--- src/rtl/lls_pkg.sv ---
`default_nettype none

package lls_pkg;

    localparam int SERVER_COUNT = 8;
    localparam int IDX_W        = 3;
    localparam int TREE_LEAVES  = 1 << IDX_W;
    localparam int RANK_W       = (SERVER_COUNT > 1) ? $clog2(SERVER_COUNT) : 1;
    localparam int DATA_W       = 16;
    localparam int CFG_INDEX_W  = 4;

    typedef logic [DATA_W-1:0] load_t;
    typedef logic [RANK_W-1:0] rank_t;
    typedef logic [IDX_W-1:0]  idx_t;
    typedef logic [CFG_INDEX_W-1:0] cfg_idx_t;

    // decision for the request in the input register
    typedef struct packed {
        logic  fits;
        idx_t  idx;
        load_t new_load;
        rank_t old_rank;
    } pick_t;

    // state update applied at the clock edge
    typedef struct packed {
        logic  en;
        idx_t  idx;
        load_t new_load;
        rank_t old_rank;
    } upd_t;

endpackage

`default_nettype wire

--- src/rtl/least_loaded_server_assigner_core.sv ---
// least-loaded server assigner
//
// request channel: request_valid/request_ready with request_tag and
// request_size. result channel: result_valid/result_ready with accepted,
// server_index and result_tag. one result per request, in request order.
// capacity_0..7 are written through cfg_write/cfg_index/cfg_data; an index of
// 8 or more is dropped. write them only while no request is in flight.
//
// a request in the input register moves to the result register once that is
// free or its result is taken. throughput is one request per cycle while
// the receiver takes results: the minimum tree over the server loads, the
// capacity compare and the state update all sit between those two registers.
//
// reset clears loads to zero, sets recency ranks to the server index and all
// capacities to 65535. when the receiver stalls, the result register holds
// and one more request is taken into the input register; request_ready then
// drops until the result is taken.
`default_nettype none

module least_loaded_server_assigner_core (
    input  wire                  clk,
    input  wire                  rst_n,
    input  wire                  cfg_write,
    input  wire  lls_pkg::cfg_idx_t cfg_index,
    input  wire  lls_pkg::load_t cfg_data,
    input  wire                  request_valid,
    output logic                 request_ready,
    input  wire  lls_pkg::load_t request_tag,
    input  wire  lls_pkg::load_t request_size,
    output logic                 result_valid,
    input  wire                  result_ready,
    output logic                 accepted,
    output lls_pkg::idx_t        server_index,
    output lls_pkg::load_t       result_tag
);
    import lls_pkg::*;

    logic  s1_valid_reg;
    load_t s1_tag_reg;
    load_t s1_size_reg;

    logic  result_valid_reg;
    logic  accepted_reg;
    idx_t  server_index_reg;
    load_t result_tag_reg;

    logic  out_open;
    logic  advance;
    pick_t pick;
    upd_t  upd;

    logic [SERVER_COUNT-1:0][DATA_W-1:0] loads;
    logic [SERVER_COUNT-1:0][RANK_W-1:0] ranks;
    logic [SERVER_COUNT-1:0][DATA_W-1:0] caps;

    assign out_open      = !result_valid_reg || result_ready;
    assign advance       = s1_valid_reg && out_open;
    assign request_ready = !s1_valid_reg || out_open;

    always_comb
    begin
        upd.en       = advance && pick.fits;
        upd.idx      = pick.idx;
        upd.new_load = pick.new_load;
        upd.old_rank = pick.old_rank;
    end

    lls_state u_state (
        .clk       (clk),
        .rst_n     (rst_n),
        .cfg_write (cfg_write),
        .cfg_index (cfg_index),
        .cfg_data  (cfg_data),
        .upd       (upd),
        .loads     (loads),
        .ranks     (ranks),
        .caps      (caps)
    );

    lls_select u_select (
        .loads (loads),
        .ranks (ranks),
        .caps  (caps),
        .size  (s1_size_reg),
        .pick  (pick)
    );

    // input register
    always_ff @(posedge clk or negedge rst_n)
    begin
        if (!rst_n)
        begin
            s1_valid_reg <= 1'b0;
        end
        else if (request_ready)
        begin
            s1_valid_reg <= request_valid;
        end
    end

    always_ff @(posedge clk)
    begin
        if (request_valid && request_ready)
        begin
            s1_tag_reg  <= request_tag;
            s1_size_reg <= request_size;
        end
    end

    // result register
    always_ff @(posedge clk or negedge rst_n)
    begin
        if (!rst_n)
        begin
            result_valid_reg <= 1'b0;
        end
        else if (out_open)
        begin
            result_valid_reg <= s1_valid_reg;
        end
    end

    always_ff @(posedge clk)
    begin
        if (advance)
        begin
            accepted_reg     <= pick.fits;
            server_index_reg <= pick.fits ? pick.idx : '0;
            result_tag_reg   <= s1_tag_reg;
        end
    end

    assign result_valid = result_valid_reg;
    assign accepted     = accepted_reg;
    assign server_index = server_index_reg;
    assign result_tag   = result_tag_reg;

endmodule

`default_nettype wire

--- src/rtl/lls_state.sv ---
`default_nettype none

module lls_state (
    input  wire                                            clk,
    input  wire                                            rst_n,
    input  wire                                            cfg_write,
    input  wire  lls_pkg::cfg_idx_t                        cfg_index,
    input  wire  lls_pkg::load_t                           cfg_data,
    input  wire  lls_pkg::upd_t                            upd,
    output logic [lls_pkg::SERVER_COUNT-1:0][lls_pkg::DATA_W-1:0] loads,
    output logic [lls_pkg::SERVER_COUNT-1:0][lls_pkg::RANK_W-1:0] ranks,
    output logic [lls_pkg::SERVER_COUNT-1:0][lls_pkg::DATA_W-1:0] caps
);
    import lls_pkg::*;

    load_t cap_reg  [SERVER_COUNT];
    load_t load_reg [SERVER_COUNT];
    rank_t rank_reg [SERVER_COUNT];

    always_ff @(posedge clk or negedge rst_n)
    begin
        if (!rst_n)
        begin
            for (int i = 0; i < SERVER_COUNT; i++)
            begin
                cap_reg[i] <= '1;
            end
        end
        else if (cfg_write)
        begin
            // indexes beyond the server count are dropped
            for (int i = 0; i < SERVER_COUNT; i++)
            begin
                if (cfg_index == cfg_idx_t'(i))
                begin
                    cap_reg[i] <= cfg_data;
                end
            end
        end
    end

    always_ff @(posedge clk or negedge rst_n)
    begin
        if (!rst_n)
        begin
            for (int i = 0; i < SERVER_COUNT; i++)
            begin
                load_reg[i] <= '0;
                rank_reg[i] <= rank_t'(i);
            end
        end
        else if (upd.en)
        begin
            for (int i = 0; i < SERVER_COUNT; i++)
            begin
                if (upd.idx == idx_t'(i))
                begin
                    load_reg[i] <= upd.new_load;
                    rank_reg[i] <= rank_t'(SERVER_COUNT - 1);
                end
                else if (rank_reg[i] > upd.old_rank)
                begin
                    rank_reg[i] <= rank_reg[i] - 1'b1;
                end
            end
        end
    end

    always_comb
    begin
        for (int i = 0; i < SERVER_COUNT; i++)
        begin
            loads[i] = load_reg[i];
            ranks[i] = rank_reg[i];
            caps[i]  = cap_reg[i];
        end
    end

endmodule

`default_nettype wire

--- src/rtl/lls_select.sv ---
`default_nettype none

module lls_select (
    input  wire  [lls_pkg::SERVER_COUNT-1:0][lls_pkg::DATA_W-1:0] loads,
    input  wire  [lls_pkg::SERVER_COUNT-1:0][lls_pkg::RANK_W-1:0] ranks,
    input  wire  [lls_pkg::SERVER_COUNT-1:0][lls_pkg::DATA_W-1:0] caps,
    input  wire  lls_pkg::load_t                                  size,
    output lls_pkg::pick_t                                        pick
);
    import lls_pkg::*;

    typedef struct packed {
        logic  valid;
        load_t load;
        rank_t rank;
        idx_t  idx;
    } cand_t;

    cand_t               node [2*TREE_LEAVES];
    cand_t               best;
    load_t               best_cap;
    logic [DATA_W:0]     sum;

    // binary tree: left child holds lower indexes and wins ties,
    // key is load then recency rank
    always_comb
    begin
        for (int n = 0; n < 2*TREE_LEAVES; n++)
        begin
            node[n] = '0;
        end
        for (int i = 0; i < SERVER_COUNT; i++)
        begin
            node[TREE_LEAVES + i].valid = 1'b1;
            node[TREE_LEAVES + i].load  = loads[i];
            node[TREE_LEAVES + i].rank  = ranks[i];
            node[TREE_LEAVES + i].idx   = idx_t'(i);
        end
        for (int n = TREE_LEAVES - 1; n >= 1; n--)
        begin
            if (node[2*n].valid && (!node[2*n+1].valid ||
                {node[2*n].load, node[2*n].rank} <= {node[2*n+1].load, node[2*n+1].rank}))
            begin
                node[n] = node[2*n];
            end
            else
            begin
                node[n] = node[2*n+1];
            end
        end
    end

    assign best     = node[1];
    assign best_cap = caps[best.idx];
    assign sum      = {1'b0, best.load} + {1'b0, size};

    always_comb
    begin
        pick.fits     = (sum <= {1'b0, best_cap});
        pick.idx      = best.idx;
        pick.new_load = sum[DATA_W-1:0];
        pick.old_rank = best.rank;
    end

endmodule

`default_nettype wire

--- config.mk ---
export PLATFORM = sky130hd
export DESIGN_NAME = least_loaded_server_assigner_core
export DESIGN_NICKNAME = d
export VERILOG_FILES = /design/src/rtl/lls_pkg.sv /design/src/rtl/least_loaded_server_assigner_core.sv /design/src/rtl/lls_state.sv /design/src/rtl/lls_select.sv
export SDC_FILE = /design/constraint.sdc
export NUM_CORES = 1
export LEC_CHECK = 0
export BUFFER_PORTS_ARGS = -buffer_cell sky130_fd_sc_hd__buf_2
export CELL_PAD_IN_SITES_DETAIL_PLACEMENT = 1
export CELL_PAD_IN_SITES_GLOBAL_PLACEMENT = 1
export CORE_UTILIZATION = 40
export CTS_BUF_LIST = sky130_fd_sc_hd__clkbuf_2 sky130_fd_sc_hd__clkbuf_4 sky130_fd_sc_hd__clkbuf_8
export DETAILED_ROUTE_END_ITERATION = 10
export GPL_TIMING_DRIVEN = 0
export HOLD_SLACK_MARGIN = 0.15
export PLACE_DENSITY = 0.79
export SYNTH_ARGS = -nofsm -noshare
export SYNTH_HDL_FRONTEND = slang
export SYNTH_SLANG_ARGS = --single-unit
export TNS_END_PERCENT = 50
--- constraint.sdc ---
create_clock -name clk -period 10.04 [get_ports clk]
set_clock_uncertainty 0.05 [all_clocks]
set_input_delay 0.502 -clock clk [delete_from_list [all_inputs] [get_ports clk]]
set_output_delay 0.502 -clock clk [all_outputs]
set_load 0.05 [all_outputs]
==> PnR_summary.wiki, run 1 <==
{| class="wikitable"
! Metric !! Value
|-
| Status || finished, violations left
|-
| Failing checks || capacitance limit, slew limit, setup timing
|-
| Global-route track usage on met2 || 0.520
|-
| Nature of the critical path startpoint || flip-flop
|-
| Total via count in the routed design || 17500
|-
| Unrepaired setup endpoints after global routing || yes
|-
| Global placer's final weighted congestion || 0.929
|-
| Most used routing layer || met2
|-
| Vertical extent of the die || 227 um
|-
| Number of flops mapped to enable cells by yosys || 52
|-
| Minimum period implied by the final worst setup slack || 11.58 ns
|-
| Share of synthesized area occupied by flip-flops and latches || 0.434
|-
| Clock latency at the later pin of the worst-skew pair || 0.73 ns
|-
| Type of the tightest min-delay check || in2async
|-
| Critical Path Most Common Cell || sky130_fd_sc_hd__buf_12
|-
| Area growth from synthesis to layout || 31.3%
|-
| Initial DRT Pass Iterations || 5
|-
| Final Hold Fails || 0
|-
| Number of clock sinks seen by CTS || 334
|-
| Global routing usage on met1 || 0.330
|-
| Post-detailed-route count of antenna-violating nets || 0
|-
| Synthesized area || 20200 um^2
|-
| Core region area || 50100 um^2
|-
| DRT iter0 DRCs || 1222
|-
| Setup TNS || -200.89 ns
|-
| Post-DP HPWL || 45600 um
|-
| Number of max-slew violations in the final report || 10
|-
| Cell count after synthesis || 1747
|-
| Distinct cell type count of the synthesized netlist || 75
|-
| Longest individual stage delay on the worst path || 0.67 ns
|-
| Global route total overflow || 0
|-
| Maximum clock frequency || 0.0864 GHz
|-
| Endpoint class of the critical path || flip-flop
|-
| Via density per instance || 6.25
|-
| Number of cell rows || 82
|-
| Signal arrival time at the worst endpoint || 12.09 ns
|-
| Chip width || 227 um
|-
| Final clock period utilization by the worst path || 1.15
|-
| Final setup fails || 156
|-
| Slew margin rel. || -0.0130
|-
| Global routing met3 resource utilization || 0.0625
|-
| Initial core utilization || 0.404
|-
| Cell with the largest stage delay on the worst path || sky130_fd_sc_hd__or4_4
|-
| Global-route wire length before repair || 114000 um
|-
| Final core utilization || 0.531
|-
| Number of global-route vias before repair || 18800
|-
| Ports placed on the boundary || 79
|-
| All-Layer GR Usage || 0.297
|-
| Worst Setup Path Type || reg2reg
|-
| Average footprint of a synthesized cell || 11.6 um^2
|-
| Top_reg_cell synth || sky130_fd_sc_hd__dfrtp_1
|-
| Total DRC errors in the routed layout || 0
|-
| CTS buffer count || 58
|-
| Maximum fanout encountered on the critical timing path || 10
|-
| WP data required || 10.56 ns
|-
| Max Buffers Root-to-Sink || 3
|-
| Warning count from the yosys run || 0
|-
| Maximum level of the CTS H-tree || 2
|-
| Worst setup margin || -1.54 ns
|-
| Maximum number of pins on one net before global-route repair || 134
|-
| Clock tree from TritonCTS || yes
|-
| Clock-pin slew on the worst setup and hold paths || 0.07 ns
|-
| Die area || 51500 um^2
|-
| Average wire per standard cell || 30.6 um
|-
| Measured slew at the worst slew-check pin || 1.51 ns
|-
| Fraction of final layout cells with drive strength greater than 1 || 0.474
|-
| Max-cap check violation count || 1
|-
| Seq cells post-synth || 334
|-
| Net count of the mapped netlist || 2003
|-
| Initial antenna violation count || 0
|-
| Fraction of registers with async set/reset || 0.844
|-
| Number of input and output port buffers inserted || 78
|-
| Total wirelength of the detailed-routed design || 85900 um
|-
| Number of nets in the layout || 2339
|-
| Antenna Diode Count || 0
|-
| CTS root buffer || sky130_fd_sc_hd__clkbuf_8
|}
==> stage by stage <==
stage / cell area, um^2 / setup WS (ns) / cells / hold WS [ns]
after floorplan: 20200 / 0.0152 / 1747 / 0.156
after global placement: 21500 / -4.58 / 2497 / 0.351
after detailed placement: 21600 / -4.45 / 2499 / 0.356
after CTS: 25600 / -0.0868 / 2753 / 0.295
after global routing: 26600 / -1.57 / 2802 / 0.319
final: 26600 / -1.54 / 2802 / 0.259
==> final timing paths <==
kind | start | end | slack (ns) | depth (start not counted)
max | u_state.loads[6]$_DFFE_PN0P_ | u_state.ranks[19]$_DFFE_PN1P_ | -1.54 | 53
min | rst_n | u_state.loads[28]$_DFFE_PN0P_ | 0.26 | 2
max reg2reg | u_state.loads[6]$_DFFE_PN0P_ | u_state.ranks[19]$_DFFE_PN1P_ | -1.54 | 53
min reg2reg | s1_tag_reg[5]$_DFFE_PP_ | result_tag[5]$_DFFE_PP_ | 0.37 | 0
max in group asynchronous | rst_n | u_state.ranks[16]$_DFFE_PN0P_ | 8.59 | 3
min in group clk | s1_tag_reg[5]$_DFFE_PP_ | result_tag[5]$_DFFE_PP_ | 0.37 | 0
==> logic make-up (layout without fill, tap and decap cells) <==
| kind of cell | Yosys count | count (layout) | synth area share |
|---|---|---|---|
| muxes | 386 | 386 | 0.213 |
| DFF | 334 | 334 | 0.434 |
| AOI/OAI and AO/OA | 332 | 332 | 0.107 |
| and+or+nand+nor | 259 | 259 | 0.0715 |
| buffers and inverters | 225 | 608 | 0.0457 |
| adders and majority gates | 199 | 199 | 0.123 |
| xor gates and xnor gates | 12 | 12 | 0.00519 |
==> area by class of cell <==
type,count,area (um^2)
Multi-Input combinational cell,1188,12000
Clock inverter,16,141
Buffer,63,683
Inverter,160,601
Fill cell,5213,23500
Sequential cell,334,8800
Clock buffer,91,1110
Tap cell,672,841
Timing Repair Buffer,278,2360
==> metal layers <==
layer  up-vias  share of wire  wire, um
li1       7149              -         -
met1      8954           0.36     30500
met2       951           0.49     42000
met3       455          0.071      6100
met4         0          0.084      7190
met5         -              0         0
==> repair_timing <==
item	CTS	global route
endpoints found under the hold margin	217	0
hold buffers	52	0
setup buffers	89	48
pin swaps	74	45
resized for setup	300	139
gates cloned	7	2
endpoints found under the setup margin	156	156
==> cells in the mapped netlist (all sizes together) (16+ instances only) <==
library cell	number	area, um^2
mux2	288	3330
ha	198	2480
inv	159	597
dfrtp	142	3550
dfstp	140	3680
mux2i	98	981
a21oi	95	475
o21ai	78	390
nand2	61	261
edfxtp	52	1560
clkbuf	34	130
buf	31	195
a21o	30	225
nor2	30	113
nand4	29	181
nor3	29	173
nand3	27	148
and3	20	125
a22oi	17	128
a221oi	16	146
==> layout by cell type, fill, tap and decap left out, types with 11 or more instances in the layout <==
cell                            count
sky130_fd_sc_hd__mux2_2           248
sky130_fd_sc_hd__ha_1             168
sky130_fd_sc_hd__inv_1            144
sky130_fd_sc_hd__dfstp_2          140
sky130_fd_sc_hd__dfrtp_1          139
sky130_fd_sc_hd__buf_4            120
sky130_fd_sc_hd__buf_2             83
sky130_fd_sc_hd__clkbuf_8          73
sky130_fd_sc_hd__a21oi_1           71
sky130_fd_sc_hd__mux2i_1           66
sky130_fd_sc_hd__edfxtp_1          52
sky130_fd_sc_hd__dlygate4sd3_1     52
sky130_fd_sc_hd__o21ai_0           51
sky130_fd_sc_hd__nand2_1           49
sky130_fd_sc_hd__mux2_4            40
sky130_fd_sc_hd__a21o_1            30
sky130_fd_sc_hd__nand4_1           29
sky130_fd_sc_hd__ha_4              29
sky130_fd_sc_hd__nor2_1            25
sky130_fd_sc_hd__clkbuf_4          24
sky130_fd_sc_hd__nor3_1            24
sky130_fd_sc_hd__nand3_1           23
sky130_fd_sc_hd__buf_6             20
sky130_fd_sc_hd__mux2i_2           18
sky130_fd_sc_hd__o21ai_2           17
sky130_fd_sc_hd__clkbuf_1          17
sky130_fd_sc_hd__and3_1            16
sky130_fd_sc_hd__buf_12            16
sky130_fd_sc_hd__a21oi_2           15
sky130_fd_sc_hd__inv_2             15
sky130_fd_sc_hd__mux2i_4           14
sky130_fd_sc_hd__a221oi_1          13
sky130_fd_sc_hd__a22oi_1           13
sky130_fd_sc_hd__a31oi_1           12
sky130_fd_sc_hd__a211oi_1          11
sky130_fd_sc_hd__buf_8             11
sky130_fd_sc_hd__clkinv_2          11
==> worst max-delay path, delay by kind of cell, from the launching register on <==
kind	cells	cell delay, ns
AO/OA/AOI/OAI	13	2.23
buffers and inverters	15	2.22
multiplexers	3	0.90
AND/OR/NAND/NOR	15	3.57
flip-flops	1	0.42
XOR/XNOR	1	0.29
adder cells (fa/ha/maj)	6	1.66
Power of run 1 is not shown: default switching activity piles up to over one toggle a cycle in this logic, so the estimate is an artifact.
==> run 2, diff against run 1 <==
--- a/config.mk
+++ b/config.mk
@@ -5,6 +5,7 @@
 export SDC_FILE = /design/constraint.sdc
 export NUM_CORES = 1
 export LEC_CHECK = 0
+export ABC_AREA = 1
 export BUFFER_PORTS_ARGS = -buffer_cell sky130_fd_sc_hd__buf_2
 export CELL_PAD_IN_SITES_DETAIL_PLACEMENT = 1
 export CELL_PAD_IN_SITES_GLOBAL_PLACEMENT = 1
@@ -13,7 +14,7 @@
 export DETAILED_ROUTE_END_ITERATION = 10
 export GPL_TIMING_DRIVEN = 0
 export HOLD_SLACK_MARGIN = 0.15
-export PLACE_DENSITY = 0.79
+export PLACE_DENSITY = 0.83
 export SYNTH_ARGS = -nofsm -noshare
 export SYNTH_HDL_FRONTEND = slang
 export SYNTH_SLANG_ARGS = --single-unit
==> run 2 against run 1 <==
Compared with the run above:
- the run now ends clean
- hold slack got worse by 0.050 ns
- clock-buffer cell count increased by 6
- flip-flop and latch count unchanged
- synthesized cell count increased by 42%
- worst setup slack improved by 1.8 ns
- sequential share of layout area increased by 4.0 points
- synthesized area increased by 0.12%
- via count increased by 9.4%
- critical path depth decreased by 5
- first-iteration DRC count increased by 14%
- core utilization decreased by 5.7 points
- critical path type unchanged
- highest routed layer unchanged
==> PnR_summary.wiki, run 2 <==
{| class="wikitable"
! Metric !! Value
|-
| Fraction of registers with async set/reset || 0.844
|-
| Fraction of final layout cells with drive strength greater than 1 || 0.182
|-
| Number of cell rows || 82
|-
| Maximum fanout encountered on the critical timing path || 11
|-
| Final clock period utilization by the worst path || 0.974
|-
| Reg-to-Reg Start || u_state.loads[83]$_DFFE_PN0P_
|-
| Routed wire length on met2 || 36800 um
|-
| Worst r2r dst || u_state.loads[45]$_DFFE_PN0P_
|-
| Post-detailed-route count of antenna-violating nets || 0
|-
| Total wirelength of the detailed-routed design || 75700 um
|-
| Number of flops mapped to enable cells by yosys || 52
|-
| Final design instance area without fill || 23700 um^2
|-
| Commonest cells after routing, fill and taps aside || 799 x sky130_fd_sc_hd__nand2_1, 278 x sky130_fd_sc_hd__o21ai_0, 210 x sky130_fd_sc_hd__inv_1
|-
| Number of cells on the worst reg-to-reg path || 48
|-
| Average wire per standard cell || 22.2 um
|-
| Cell with the largest stage delay on the worst path || sky130_fd_sc_hd__xnor2_1
|-
| Minimum period implied by the final worst setup slack || 9.78 ns
|-
| Slew margin rel. || 0.0829
|-
| Chip width || 227 um
|-
| All-Layer GR Usage || 0.293
|-
| Routed length on met3 || 4150 um
|-
| Number of global-route vias before repair || 20100
|-
| Worst Hold Slack || 0.209 ns
|-
| Top cells by area, synth || sky130_fd_sc_hd__dfstp_2 18%, sky130_fd_sc_hd__dfrtp_1 18%, sky130_fd_sc_hd__nand2_1 15%, sky130_fd_sc_hd__ha_1 12%, sky130_fd_sc_hd__edfxtp_1 7.7%
|-
| Signal arrival time at the worst endpoint || 10.20 ns
|-
| Final setup fails || 0
|-
| Cell count after synthesis || 2485
|-
| Final Hold Fails || 0
|-
| Net count of the mapped netlist || 2741
|-
| Clock-pin slew on the worst setup and hold paths || 0.06 ns
|-
| Share of synthesized area occupied by flip-flops and latches || 0.434
|-
| Most frequent cell after synthesis || sky130_fd_sc_hd__nand2_1
|-
| Synthesized area || 20300 um^2
|-
| Status || finished clean
|-
| Ports placed on the boundary || 79
|-
| Start point of the critical path || u_state.loads[83]$_DFFE_PN0P_
|-
| Global placer's final weighted congestion || 0.985
|-
| CTS root buffer || sky130_fd_sc_hd__clkbuf_8
|-
| Max-cap check violation count || 0
|-
| Post-DP HPWL || 53900 um
|-
| Global-route wire length before repair || 114000 um
|-
| Maximum number of pins on one net before global-route repair || 81
|-
| Number of input and output port buffers inserted || 78
|-
| Vertical extent of the die || 227 um
|-
| Endpoint class of the critical path || flip-flop
|-
| Most common library cell in the layout ignoring fill and taps || sky130_fd_sc_hd__nand2_1
|-
| Routed met1 length || 30600 um
|-
| Max Buffers Root-to-Sink || 3
|-
| DRT iter0 DRCs || 1387
|-
| Number of nets in the layout || 2939
|-
| Core region area || 50100 um^2
|-
| Seq cells post-synth || 334
|-
| Commonest cells in the netlist || 801 x sky130_fd_sc_hd__nand2_1, 297 x sky130_fd_sc_hd__o21ai_0, 212 x sky130_fd_sc_hd__inv_1, 198 x sky130_fd_sc_hd__ha_1, 142 x sky130_fd_sc_hd__dfrtp_1
|-
| Top_reg_cell synth || sky130_fd_sc_hd__dfrtp_1
|-
| Type of the tightest min-delay check || in2reg
|-
| Proportion of netlist area held by the largest area contributor || 0.182
|-
| Longest individual stage delay on the worst path || 0.60 ns
|-
| Nature of the critical path startpoint || flip-flop
|-
| Post-detailed-placement cell area || 21600 um^2
|-
| Number of clock sinks seen by CTS || 334
|-
| Measured slew at the worst slew-check pin || 1.37 ns
|-
| Maximum level of the CTS H-tree || 2
|-
| Setup slack of the most critical reg-to-reg path || 0.26 ns
|-
| Clock tree from TritonCTS || yes
|-
| Die area || 51600 um^2
|-
| CP Capture Point || u_state.loads[45]$_DFFE_PN0P_
|-
| Area growth from synthesis to layout || 16.9%
|-
| Maximum clock frequency || 0.102 GHz
|-
| Cell type with the largest total area after synthesis || sky130_fd_sc_hd__dfstp_2
|-
| Top routing layer used || met4
|-
| Distinct cell type count of the synthesized netlist || 51
|-
| Initial antenna violation count || 1
|-
| Worst Setup Path Type || reg2reg
|-
| Number of max-slew violations in the final report || 0
|-
| Initial core utilization || 0.405
|-
| CTS buffer count || 58
|-
| Initial DRT Pass Iterations || 6
|-
| WP data required || 10.47 ns
|-
| Clock latency at the later pin of the worst-skew pair || 0.71 ns
|-
| Total DRC errors in the routed layout || 0
|-
| Via density per instance || 5.63
|-
| Average footprint of a synthesized cell || 8.15 um^2
|-
| Critical Path Most Common Cell || sky130_fd_sc_hd__nand2_1
|-
| Total via count in the routed design || 19200
|-
| Global route total overflow || 0
|-
| Warning count from the yosys run || 0
|}
[run 2: changes by cell type after synthesis, moves of 19 or more]
cell / change
sky130_fd_sc_hd__o21ai_2: +21
sky130_fd_sc_hd__nand2_1: +747
sky130_fd_sc_hd__mux2_4: -24
sky130_fd_sc_hd__nand3_1: +65
sky130_fd_sc_hd__nor3_1: -19
sky130_fd_sc_hd__mux2_2: -260
sky130_fd_sc_hd__mux2i_1: -98
sky130_fd_sc_hd__o21ai_1: +104
sky130_fd_sc_hd__a21o_1: -22
sky130_fd_sc_hd__and3_1: -20
sky130_fd_sc_hd__o21ai_0: +220
sky130_fd_sc_hd__nor2_1: +44
sky130_fd_sc_hd__inv_1: +53
[run 2: area by class of cell]
class	instances	area [um^2]
plain buffers	99	636
flip-flops and latches	334	8790
well taps	672	841
diodes	2	5.00
repair buffers	139	1050
multi-input cells	1833	10300
clock inverters	11	66.3
clock buffers	97	1200
inverters	218	826
fillers	6175	26400
[run 2: repair_timing]
action / 4_1_cts / 5_1_grt
endpoints found under the setup margin: 156 / 156
pin swaps: 2 / 10
setup buffers: 1 / 16
hold endpoints to repair: 100 / 0
gates resized for setup: 37 / 51
hold buffers: 37 / 0
[run 2: metal layers]
| metal | vias to the layer above | global-route usage |
|---|---|---|
| met5 | - | 0 |
| met1 | 9656 | 0.354 |
| li1 | 8669 | - |
| met2 | 607 | 0.501 |
| met4 | 0 | 0.163 |
| met3 | 227 | 0.0430 |
[run 2: worst min path at each step]
stage                     cells after the start               startpoint  slack, ns                            to
after detailed placement                      0  s1_tag_reg[0]$_DFFE_PP_       0.36       result_tag[0]$_DFFE_PP_
after CTS                                     3              cfg_data[2]       0.17  u_state.caps[82]$_DFFE_PN1P_
final                                         3              cfg_data[2]       0.21  u_state.caps[50]$_DFFE_PN1P_
after global routing                          3              cfg_data[2]       0.20  u_state.caps[82]$_DFFE_PN1P_
after floorplan                               0                    rst_n       0.16      result_valid$_DFFE_PN0P_
after global placement                        0  s1_tag_reg[0]$_DFFE_PP_       0.35       result_tag[0]$_DFFE_PP_
[run 2: metrics by stage]
| step | util | setup slack [ns] | instances | TNS (ns) |
|---|---|---|---|---|
| after floorplan | - | 1.96 | 2485 | 0 |
| after global placement | 0.429 | -1.68 | 3235 | -233.10 |
| after detailed placement | 0.432 | -1.54 | 3241 | -204.34 |
| after CTS | 0.468 | 0.000158 | 3387 | 0 |
| after global routing | 0.473 | -0.106 | 3404 | -4.46 |
| final | 0.473 | 0.265 | 3405 | 0 |
[run 2: critical path, delay by kind of cell (launching register included)]
family	cells	cell delay, ns
buffers and inverters	8	1.49
XOR/XNOR	1	0.60
flip-flops	1	0.38
AO/OA/AOI/OAI	9	1.45
AND/OR/NAND/NOR	25	3.71
adder cells (fa/ha/maj)	5	1.84
[run 2: cells by family (layout without fill, tap and decap cells)]
family                     Yosys count  in the layout  synth area share
AOI/OAI and AO/OA                  553            553             0.144
adders and majority gates          199            199             0.123
DFF                                334            334             0.434
xor gates and xnor gates            23             23            0.0103
and+or+nand+nor                   1058           1058             0.219
other                                0              2                 0
buffers and inverters              318            564            0.0693
Power of run 2 is left out for the same reason.
==> run 3, diff against run 2 <==
--- a/config.mk
+++ b/config.mk
@@ -6,7 +6,7 @@
 export NUM_CORES = 1
 export LEC_CHECK = 0
 export ABC_AREA = 1
-export BUFFER_PORTS_ARGS = -buffer_cell sky130_fd_sc_hd__buf_2
+export BUFFER_PORTS_ARGS = -buffer_cell sky130_fd_sc_hd__buf_4
 export CELL_PAD_IN_SITES_DETAIL_PLACEMENT = 1
 export CELL_PAD_IN_SITES_GLOBAL_PLACEMENT = 1
 export CORE_UTILIZATION = 40
==> run 3 against run 2 <==
Compared with the run above:
- the flow now finishes with violations (setup timing)
- die area is the same
- first-iteration DRC count grew 0.65%
- final cell count is essentially flat
- non-clock buffer count is the same
- critical path depth grew 9
- flip-flop and latch count is the same
- hold slack lost 0.018 ns
- critical path type unchanged
==> PnR_summary.wiki, run 3 (synthesis results as in run 2) <==
{| class="wikitable"
! Metric !! Value
|-
| DRT iter0 DRCs || 1396
|-
| Longest individual stage delay on the worst path || 0.51 ns
|-
| Core region area || 50100 um^2
|-
| Global-route wire length before repair || 117000 um
|-
| Area used by multi-input combinational logic || 10400 um^2
|-
| Maximum level of the CTS H-tree || 2
|-
| Clock tree from TritonCTS || yes
|-
| Number of cell rows || 82
|-
| Number of placed instances with taps included || 3240
|-
| Type of the tightest min-delay check || in2reg
|-
| All-Layer GR Usage || 0.299
|-
| Final core utilization || 0.480
|-
| Minimum period implied by the final worst setup slack || 10.19 ns
|-
| Fraction of final layout cells with drive strength greater than 1 || 0.186
|-
| CTS buffer count || 57
|-
| Maximum number of pins on one net before global-route repair || 124
|-
| Cell with the largest stage delay on the worst path || sky130_fd_sc_hd__o21ai_0
|-
| Total wirelength of the detailed-routed design || 78700 um
|-
| Number of max-slew violations in the final report || 0
|-
| Filler cell count || 6105
|-
| Initial DRT Pass Iterations || 5
|-
| Number of global-route vias before repair || 20500
|-
| Most used routing layer || met2
|-
| Nature of the critical path startpoint || flip-flop
|-
| Via density per instance || 5.73
|-
| Global placer's final weighted congestion || 0.960
|-
| Cell class contributing the biggest share of worst-path delay || simple AND/OR/NAND/NOR gates
|-
| Total DRC errors in the routed layout || 0
|-
| Endpoint class of the critical path || flip-flop
|-
| Die area || 51600 um^2
|-
| Measured slew at the worst slew-check pin || 1.11 ns
|-
| Initial core utilization || 0.405
|-
| Initial antenna violation count || 3
|-
| Average wire per standard cell || 23.1 um
|-
| Max Buffers Root-to-Sink || 3
|-
| Number of nets in the layout || 2938
|-
| Post-detailed-placement cell area || 21800 um^2
|-
| Area growth from synthesis to layout || 18.6%
|-
| WP data required || 10.51 ns
|-
| Post-detailed-route count of antenna-violating nets || 0
|-
| Worst Setup Path Type || reg2reg
|-
| Most common library cell in the layout ignoring fill and taps || sky130_fd_sc_hd__nand2_1
|-
| Final design instance area without fill || 24000 um^2
|-
| Clock latency at the later pin of the worst-skew pair || 0.71 ns
|-
| Number of input and output port buffers inserted || 78
|-
| Max-cap check violation count || 0
|-
| Commonest cells after routing, fill and taps aside || 799 x sky130_fd_sc_hd__nand2_1, 263 x sky130_fd_sc_hd__o21ai_0, 210 x sky130_fd_sc_hd__inv_1
|-
| Status || finished, violations left
|-
| Post-DP HPWL || 54000 um
|-
| Total via count in the routed design || 19500
|-
| Vertical extent of the die || 227 um
|-
| Failing checks || setup timing
|-
| Non-filler cells in the finished layout || 3404
|-
| Final Hold Fails || 0
|-
| Final clock period utilization by the worst path || 1.02
|-
| Global route total overflow || 0
|-
| Maximum clock frequency || 0.0981 GHz
|-
| Ports placed on the boundary || 79
|-
| Signal arrival time at the worst endpoint || 10.66 ns
|-
| Worst setup margin || -0.152 ns
|-
| Slew margin rel. || 0.252
|-
| Critical Path Most Common Cell || sky130_fd_sc_hd__nand2_1
|-
| Global-route track usage on met2 || 0.509
|-
| Final setup fails || 128
|-
| Number of clock sinks seen by CTS || 334
|-
| Chip width || 227 um
|-
| Maximum fanout encountered on the critical timing path || 10
|-
| CTS root buffer || sky130_fd_sc_hd__clkbuf_8
|-
| Global routing met3 resource utilization || 0.0436
|-
| Clock-pin slew on the worst setup and hold paths || 0.07 ns
|-
| Global routing usage on met1 || 0.363
|-
| CP bufs+invs || 12
|-
| FF+latch area || 8790 um^2
|}
==> run 3: worst min-delay path: cells and delay by family <==
kind                   cells  cell delay (ns)
AOI/OAI and AO/OA          1             0.19
buffers and inverters      2             0.19
==> run 3: what timing repair did <==
action	4_1_cts	5_1_grt
pin swaps	2	14
gates resized for setup	39	89
setup endpoints to repair	156	156
hold buffers	39	0
cloned	0	0
hold endpoints to repair	85	0
setup buffers	2	12
==> run 3: path summary, 6_finish.rpt <==
path / cells after the start / to / slack [ns] / start
min: 3 / u_state.caps[111]$_DFFE_PN1P_ / 0.19 / cfg_data[15]
min reg2reg: 0 / result_tag[7]$_DFFE_PP_ / 0.37 / s1_tag_reg[7]$_DFFE_PP_
max in group asynchronous: 3 / u_state.caps[77]$_DFFE_PN1P_ / 8.69 / rst_n
min in group asynchronous: 2 / u_state.loads[105]$_DFFE_PN0P_ / 0.26 / rst_n
max: 57 / u_state.loads[55]$_DFFE_PN0P_ / -0.15 / u_state.loads[93]$_DFFE_PN0P_
max reg2reg: 57 / u_state.loads[55]$_DFFE_PN0P_ / -0.15 / u_state.loads[93]$_DFFE_PN0P_
==> run 3: per-layer routing <==
metal  up-vias  wire length [um]
met4         0              5390
met1      9809             31100
li1       8681                 -
met3       303              4810
met5         -                 0
met2       701             37400
==> run 3: layout make-up <==
class,instances,area share
repair buffers,138,0.0510
clock inverters,13,0.00411
multi-input cells,1833,0.432
diodes,1,0.000104
well taps,672,0.0350
plain buffers,100,0.0278
inverters,218,0.0344
clock buffers,95,0.0497
flip-flops and latches,334,0.366
==> run 3: stage by stage <==
step                      hold WS (ns)  setup WS, ns  TNS [ns]
after global placement           0.351         -1.62   -222.12
after CTS                        0.162       0.00715         0
after floorplan                  0.156          1.96         0
after detailed placement         0.356         -1.51   -201.50
after global routing             0.206        -0.282    -29.72
final                            0.191        -0.152     -8.67
Power of run 3 is left out for the same reason.
